[src/design/egd_pkg.sv]
// Package for the elevator group dispatcher: types, codes and defaults.
`default_nettype none
package egd_pkg;
   localparam int DEF_NUM_CARS   = 4;
   localparam int DEF_NUM_FLOORS = 16;
   localparam int MAX_REPORT     = 4;

   localparam logic [1:0] OP_HALL = 2'd0;
   localparam logic [1:0] OP_CAR  = 2'd1;
   localparam logic [1:0] OP_TICK = 2'd2;

   localparam logic [1:0] HEAD_UP   = 2'd0;
   localparam logic [1:0] HEAD_DOWN = 2'd1;
   localparam logic [1:0] HEAD_IDLE = 2'd2;

   localparam logic CSR_STRATEGY    = 1'b0;
   localparam logic CSR_CARS_IN_USE = 1'b1;

   localparam logic KIND_ASSIGN = 1'b0;
   localparam logic KIND_STATUS = 1'b1;

   typedef struct packed {
      logic [1:0] operation;
      logic [3:0] floor;
      logic       call_direction;
      logic [1:0] car;
   } req_type;

   typedef struct packed {
      logic       result_kind;
      logic [1:0] car_index;
      logic [3:0] car_floor;
      logic [1:0] car_direction;
      logic       door_open;
      logic       last;
   } rsp_type;
endpackage
`default_nettype wire

[src/design/elevator_group_dispatcher_unit.sv]
// Elevator group dispatcher: hall/car call assignment and per-car LOOK movement.
//  channel | ports                          | dir | content
//  req     | req_valid req_ready req_data   | in  | operation, floor, direction, car
//  rsp     | rsp_valid rsp_ready rsp_data   | out | assignment or car status
//  csr     | csr_we csr_index csr_wdata     | in  | strategy, cars_in_use
// A hall call walks the cars in use one per cycle through one shared compare
// unit, then updates the chosen car.
// A tick runs an update step for every car in turn, and a send step for each of
// the first MAX_REPORT cars; the others are silent. req_ready is low meanwhile.
// Reset is synchronous and clears all car state; one request at a time.
// A waiting result holds the unit in its send state until rsp_ready is high.
`default_nettype none
module elevator_group_dispatcher_unit
   import egd_pkg::*;
#(
   parameter int NUM_CARS   = DEF_NUM_CARS,
   parameter int NUM_FLOORS = DEF_NUM_FLOORS
) (
   input  wire logic    clock,
   input  wire logic    reset,
   input  wire logic    req_valid,
   output logic         req_ready,
   input  wire req_type req_data,
   output logic         rsp_valid,
   input  wire logic    rsp_ready,
   output rsp_type      rsp_data,
   input  wire logic    csr_we,
   input  wire logic    csr_index,
   input  wire logic [2:0] csr_wdata
);
   localparam int CW = (NUM_CARS > 1) ? $clog2(NUM_CARS) : 1;
   localparam int FW = $clog2(NUM_FLOORS);
   localparam int LW = $clog2(2 * NUM_FLOORS + 1);
   localparam int NREP = (NUM_CARS < MAX_REPORT) ? NUM_CARS : MAX_REPORT;

   typedef enum logic [2:0] {S_IDLE, S_SCAN, S_ADD, S_TICK, S_SEND} state_type;

   state_type state_ff;
   logic strategy_ff;
   logic [2:0] cars_in_use_ff;
   logic [FW-1:0] pos_ff [NUM_CARS];
   logic [FW-1:0] tgt_ff [NUM_CARS];
   logic [1:0] head_ff [NUM_CARS];
   logic [NUM_FLOORS-1:0] up_ff [NUM_CARS];
   logic [NUM_FLOORS-1:0] dn_ff [NUM_CARS];
   logic dphase_ff [NUM_CARS];
   logic trav_ff [NUM_CARS];

   req_type req_ff;
   logic [FW-1:0] fl_ff;
   logic [CW-1:0] idx_ff, best_ff, idle_ff;
   logic found_ff, idle_found_ff, tick_ff;
   logic [LW-1:0] score_ff;
   rsp_type rsp_ff;
   logic rsp_valid_ff;

   // saturated floor and active car count
   logic [FW-1:0] fl_sat;
   always_comb begin
      if (32'(req_data.floor) >= NUM_FLOORS) fl_sat = FW'(NUM_FLOORS - 1);
      else fl_sat = FW'(req_data.floor);
   end
   logic [3:0] n_act;
   always_comb begin
      n_act = {1'b0, cars_in_use_ff};
      if (n_act == 4'd0) n_act = 4'd1;
      if (32'(n_act) > NUM_CARS) n_act = 4'(NUM_CARS);
   end

   // shared scan unit, looks at car idx_ff
   logic [FW-1:0] t;
   logic [LW-1:0] cand;
   logic ok;
   always_comb begin
      t = tgt_ff[idx_ff];
      ok = 1'b1;
      if (strategy_ff) begin
         cand = LW'($countones(up_ff[idx_ff])) + LW'($countones(dn_ff[idx_ff]));
      end else begin
         cand = (t >= fl_ff) ? LW'(t - fl_ff) : LW'(fl_ff - t);
         ok = (head_ff[idx_ff] == {1'b0, req_ff.call_direction}) &&
              ((!req_ff.call_direction && t <= fl_ff) ||
               (req_ff.call_direction && t >= fl_ff));
      end
   end

   // tick unit for car idx_ff
   logic [NUM_FLOORS-1:0] u_c, d_c;
   logic ph_c, tr_c, door_c;
   logic [FW-1:0] tg_c, ps_c, lo_c, hi_c;
   logic [1:0] hd_c;
   always_comb begin
      u_c = up_ff[idx_ff]; d_c = dn_ff[idx_ff];
      ph_c = dphase_ff[idx_ff]; tr_c = trav_ff[idx_ff];
      tg_c = tgt_ff[idx_ff]; ps_c = pos_ff[idx_ff]; hd_c = head_ff[idx_ff];
      door_c = 1'b0;
      lo_c = '0; hi_c = '0;
      for (int i = NUM_FLOORS - 1; i >= 0; i--) if (u_c[i]) lo_c = FW'(i);
      for (int i = 0; i < NUM_FLOORS; i++) if (d_c[i]) hi_c = FW'(i);
      if (!tr_c) begin
         if (u_c == '0 && d_c == '0) begin
            hd_c = HEAD_IDLE;
         end else begin
            if (!ph_c && u_c == '0) ph_c = 1'b1;
            else if (ph_c && d_c == '0) ph_c = 1'b0;
            if (ph_c) begin
               tg_c = hi_c; d_c[hi_c] = 1'b0;
            end else begin
               tg_c = lo_c; u_c[lo_c] = 1'b0;
            end
            tr_c = 1'b1;
         end
      end
      if (tr_c) begin
         if (ps_c == tg_c) begin
            tr_c = 1'b0; door_c = 1'b1;
         end else begin
            if (tg_c > ps_c) begin
               hd_c = HEAD_UP; ps_c = ps_c + 1'b1;
            end else begin
               hd_c = HEAD_DOWN; ps_c = ps_c - 1'b1;
            end
            if (ps_c == tg_c) begin
               tr_c = 1'b0; door_c = 1'b1;
            end
         end
      end
   end

   // car chosen for the add step
   logic [CW-1:0] sel;
   always_comb begin
      if (req_ff.operation == OP_CAR) sel = CW'(req_ff.car);
      else if (found_ff) sel = best_ff;
      else if (idle_found_ff) sel = idle_ff;
      else sel = '0;
   end

   assign req_ready = (state_ff == S_IDLE);
   assign rsp_valid = rsp_valid_ff;
   assign rsp_data  = rsp_ff;

   always_ff @(posedge clock) begin
      if (reset) begin
         state_ff <= S_IDLE;
         strategy_ff <= 1'b0;
         cars_in_use_ff <= 3'd4;
         rsp_valid_ff <= 1'b0;
         for (int c = 0; c < NUM_CARS; c++) begin
            pos_ff[c] <= '0; tgt_ff[c] <= '0; head_ff[c] <= HEAD_IDLE;
            up_ff[c] <= '0; dn_ff[c] <= '0; dphase_ff[c] <= 1'b0; trav_ff[c] <= 1'b0;
         end
      end else begin
         if (csr_we) begin
            if (csr_index == CSR_STRATEGY) strategy_ff <= csr_wdata[0];
            else cars_in_use_ff <= csr_wdata;
         end
         unique case (state_ff)
            S_IDLE: if (req_valid) begin
               req_ff <= req_data;
               fl_ff <= fl_sat;
               idx_ff <= '0;
               found_ff <= 1'b0;
               idle_found_ff <= 1'b0;
               score_ff <= '1;
               best_ff <= '0;
               idle_ff <= '0;
               unique case (req_data.operation)
                  OP_HALL: state_ff <= S_SCAN;
                  OP_CAR: if (32'(req_data.car) < NUM_CARS) state_ff <= S_ADD;
                  OP_TICK: state_ff <= S_TICK;
                  default: state_ff <= S_IDLE;
               endcase
            end
            S_SCAN: begin
               if (ok && cand < score_ff) begin
                  score_ff <= cand; best_ff <= idx_ff; found_ff <= 1'b1;
               end
               if (!strategy_ff && !idle_found_ff && head_ff[idx_ff] == HEAD_IDLE) begin
                  idle_found_ff <= 1'b1; idle_ff <= idx_ff;
               end
               if (32'(idx_ff) + 1 >= 32'(n_act)) state_ff <= S_ADD;
               else idx_ff <= idx_ff + 1'b1;
            end
            S_ADD: begin
               if (fl_ff != tgt_ff[sel]) begin
                  if (fl_ff >= tgt_ff[sel]) up_ff[sel][fl_ff] <= 1'b1;
                  else dn_ff[sel][fl_ff] <= 1'b1;
               end
               rsp_ff <= '{KIND_ASSIGN, 2'(sel), 4'(fl_ff), head_ff[sel], 1'b0, 1'b1};
               rsp_valid_ff <= 1'b1;
               tick_ff <= 1'b0;
               state_ff <= S_SEND;
            end
            S_TICK: begin
               up_ff[idx_ff] <= u_c; dn_ff[idx_ff] <= d_c;
               dphase_ff[idx_ff] <= ph_c; trav_ff[idx_ff] <= tr_c;
               tgt_ff[idx_ff] <= tg_c; pos_ff[idx_ff] <= ps_c; head_ff[idx_ff] <= hd_c;
               tick_ff <= 1'b1;
               if (32'(idx_ff) < NREP) begin
                  rsp_ff <= '{KIND_STATUS, 2'(idx_ff), 4'(ps_c), hd_c, door_c,
                              32'(idx_ff) + 1 == NREP};
                  rsp_valid_ff <= 1'b1;
                  state_ff <= S_SEND;
               end else if (32'(idx_ff) + 1 >= NUM_CARS) begin
                  state_ff <= S_IDLE;
               end else begin
                  idx_ff <= idx_ff + 1'b1;
               end
            end
            S_SEND: if (rsp_ready) begin
               rsp_valid_ff <= 1'b0;
               if (tick_ff && 32'(idx_ff) + 1 < NUM_CARS) begin
                  idx_ff <= idx_ff + 1'b1;
                  state_ff <= S_TICK;
               end else begin
                  state_ff <= S_IDLE;
               end
            end
            default: state_ff <= S_IDLE;
         endcase
      end
   end

   a_rsp_in_send: assert property (@(posedge clock) disable iff (reset)
      rsp_valid |-> state_ff == S_SEND) else $error("rsp_valid outside send");
   a_no_accept_busy: assert property (@(posedge clock) disable iff (reset)
      state_ff != S_IDLE |-> !req_ready) else $error("ready while busy");
   a_assign_last: assert property (@(posedge clock) disable iff (reset)
      rsp_valid && rsp_data.result_kind == KIND_ASSIGN |-> rsp_data.last && !rsp_data.door_open)
      else $error("bad assignment result");
endmodule
`default_nettype wire
[config.mk]
export PLATFORM = sky130hd
export DESIGN_NAME = elevator_group_dispatcher_unit
export DESIGN_NICKNAME = d
export VERILOG_FILES = /design/src/design/egd_pkg.sv /design/src/design/elevator_group_dispatcher_unit.sv
export SDC_FILE = /design/constraint.sdc
export NUM_CORES = 1
export LEC_CHECK = 0
export ABC_AREA = 1
export BUFFER_PORTS_ARGS = -buffer_cell sky130_fd_sc_hd__buf_2
export CAP_MARGIN = 20
export CELL_PAD_IN_SITES_DETAIL_PLACEMENT = 0
export CELL_PAD_IN_SITES_GLOBAL_PLACEMENT = 1
export CORE_AREA = 8 8 226 228
export DETAILED_ROUTE_END_ITERATION = 16
export DIE_AREA = 0 0 234 236
export GPL_ROUTABILITY_DRIVEN = 0
export GPL_TIMING_DRIVEN = 0
export PLACE_DENSITY = 0.54
export SLEW_MARGIN = 20
export SYNTH_ARGS = -nofsm -noshare
export SYNTH_HDL_FRONTEND = slang
export SYNTH_SLANG_ARGS = --single-unit
[constraint.sdc]
create_clock -name clock -period 6.7 [get_ports clock]
set_input_delay 1.34 -clock clock [delete_from_list [all_inputs] [get_ports clock]]
set_output_delay 1.34 -clock clock [all_outputs]
set_load 0.02 [all_outputs]
==> results.md <==
* Status: finished, violations left
* Failing checks: setup timing
* CP peak stage delay at 0.63 ns
* Vias in the first global route at 12000
* CTS Buffer Depth at 3
* HP Class: flop to flop
* Yosys reg bits at 220
* # hold bufs at CTS at 0
* Fin cells at 2464
* HPWL after DPL at 39000 um
* CTS tree: built
* Worst skew pair latency at 0.54 ns
* Row cnt at 80
* Final worst-path setup slack at -0.0853 ns
* Top post-synthesis cells by area: edfxtp_1, nand2_1, inv_1, a21oi_1, nor2_1
* CTS Buf Count at 27
* CP startpoint kind: flop
* Ys flop type: edfxtp_1
* Distinct cells, synth at 52
* Clock sink count at 220
* DR vias at 12200
* H-tree lvl count at 1
* Fmax at 0.147 GHz
* DRT antenna net count at 0
* Largest net degree at the start of global routing at 13
* Fill cell count at 5011
* Share of cells above drive strength 1 at 0.126
* Area of the core at 0.0473 mm^2
* Unrepaired setup endpoints after global routing: yes
* GR peak layer: met2
* Top cell type's share of synthesized area at 0.449
* Clk root buf: clkbuf_16
* Setup TNS at -0.690 ns
* Critical path's slowest cell: fa_2
* Worst-Margin Slew at 1.15 ns
* Area of the die at 0.0552 mm^2
* Worst Path Arrival at 7.04 ns
* Slew Viols, Final at 0
* Seq/Total Area, Yosys at 0.463
* Reg clk slew, reported paths at 0.06 ns
* Post-Layout Inst Area at 0.0163 mm^2
* Max cap viols at 0
* Post-synthesis instance total at 1749
* Grt ovf at 0
* First-pass GRT wire length at 77900 um
* Via-to-Cell Ratio at 4.94
* EDFF count, synth at 210
* Fin nets at 1912
* Detailed-route DRC error count at 0
* Cell Area, Synth at 0.0140 mm^2
* Post-Syn Area per Cell at 8.03 um^2
* Total track usage at 0.189
* Met3 Use GR at 0.0204
* Buffers & Inverters on Critical Path at 10
* IO Pins at 31
* Hold slack at 0.466 ns
* Nature of the critical path endpoint: flop
* Die height at 236 um
* Mapped Nets at 1831
* Drt total wl at 52100 um
* Final worst path period share at 1.01
* Final-report setup violation count at 9
* Req. time, crit path at 6.96 ns
* Area growth syn-to-layout at 16.2%
* Number of port buffers at 29
* Per-cell routed wire length at 21.2 um
* Met2 GRT Util at 0.312
* Dpl cells at 2395
* Starting Density at 0.297
* Worst path most repeated cell: fa_1
* Die X-Extent at 234 um
* Ys async rst share at 0
* DP Area at 0.0150 mm^2
* Antenna violations before repair at 0
* Top cell type by total area after synthesis: edfxtp_1
* DR pass1 iterations at 5
* Top post-synthesis cells by count: nand2_1, edfxtp_1, inv_1, nor2_1, a21oi_1
* WS Path Type: flop to flop
* Worst slew margin at 0.233
* Worst Path Max Fanout at 7
* Skew final at 0.0129 ns
* Final number of hold-violating endpoints at 0
* Antenna cells at 0
* Final worst path period need at 6.79 ns
* Cell with the most instances after synthesis: nand2_1
* Global routing usage on met1 at 0.261
* DR iter-0 viols at 903
* Yosys warnings at 0
* CP top delay family: adder cells
[layout by cell type (no fill, tap or decap), drive strengths merged]
cell type | Yosys | final
nand4 | 16 | 16
o2111ai | 2 | 2
xnor2 | 2 | 2
a32o | 3 | 3
xor2 | 6 | 6
a21boi | 2 | 2
o21bai | 2 | 2
or2 | 7 | 7
a31oi | 6 | 6
ha | 37 | 37
nand2 | 584 | 584
and3 | 1 | 1
nor2 | 184 | 184
a2111oi | 1 | 1
clkbuf | 47 | 83
bufinv | 0 | 3
and2 | 1 | 1
a32oi | 6 | 6
o21ai | 60 | 60
a31o | 1 | 1
nor3 | 4 | 4
o31ai | 4 | 4
mux2i | 2 | 2
clkinv | 2 | 9
o22ai | 2 | 2
edfxtp | 210 | 210
nand3 | 113 | 113
a21oi | 150 | 150
o32ai | 1 | 1
clkinvlp | 0 | 1
a211oi | 3 | 3
o211ai | 7 | 7
buf | 32 | 85
o221ai | 1 | 1
fa | 27 | 27
or4 | 1 | 1
inv | 210 | 210
dfxtp | 10 | 10
o21a | 2 | 2
[worst reg2reg max path: cells and delay by family, from the launching register on]
family,cells,cell delay [ns]
buffers and inverters,10,1.01
AND/OR/NAND/NOR,6,0.46
adder cells (fa/ha/maj),8,3.63
flip-flops,1,0.33
AO/OA/AOI/OAI,6,1.06
[layer usage]
layer | vias to the layer above | part of all wire
met2 | 258 | 0.47
met5 | - | 0
li1 | 5895 | -
met1 | 5957 | 0.46
met3 | 60 | 0.045
met4 | 0 | 0.022
[flip-flops by register name, summed over array words and instances (netlist names), named ones only]
signal,count
up_ff,64
state_ff,3
tgt_ff,16
idx_ff,2
rsp_data,10
trav_ff,4
dphase_ff,4
idle_ff,2
best_ff,2
head_ff,8
pos_ff,16
cars_in_use_ff,3
req_ff,5
strategy_ff,1
idle_found_ff,1
score_ff,6
found_ff,1
rsp_valid,1
fl_ff,4
dn_ff,64
tick_ff,1
[area by class of cell]
cell class,instances,area (um^2),share of cell area
clock inverter,11,126,0.00775
tap,615,769,0.0472
timing repair buffer,53,353,0.0216
sequential,220,6510,0.399
buffer,78,510,0.0313
multi-input combinational,1238,6500,0.399
clock buffer,37,733,0.0449
inverter,212,811,0.0497
[cells by family after synthesis]
| logic type | after synthesis | synth area share |
|---|---|---|
| and+or+nand+nor | 911 | 0.272 |
| buffers and inverters | 291 | 0.0860 |
| AOI/OAI and AO/OA | 253 | 0.101 |
| DFF | 220 | 0.463 |
| adders and majority gates | 64 | 0.0715 |
| xor gates and xnor gates | 8 | 0.00499 |
| muxes | 2 | 0.00143 |
[worst paths after layout]
kind / from / endpoint / slack, ns / depth (start not counted)
worst max-delay path: flop / score_ff[4] / -0.09 / 30
worst min register to register: cars_in_use_ff[0] / cars_in_use_ff[0] / 0.47 / 2
worst max register to register: flop / score_ff[4] / -0.09 / 30
worst min-delay path: cars_in_use_ff[0] / cars_in_use_ff[0] / 0.47 / 2
[through the flow]
| step | util | setup slack [ns] |
|---|---|---|
| finish | 0.345 | -0.0853 |
| floorplan | - | 0.00384 |
| global placement | 0.316 | -1.07 |
| CTS | 0.342 | -0.304 |
| global route | 0.345 | -0.348 |
| detailed placement | 0.317 | -1.10 |
[timing repair]
item / 4_1_cts / 5_1_grt
gates resized for setup: 52 / 34
endpoints found under the setup margin: 9 / 9
buffers inserted: 16 / 6
cloned: 2 / 0
pin swaps: 19 / 24
Power is not shown: default switching activity piles up to over one toggle a cycle in this logic, so the estimate is an artifact.
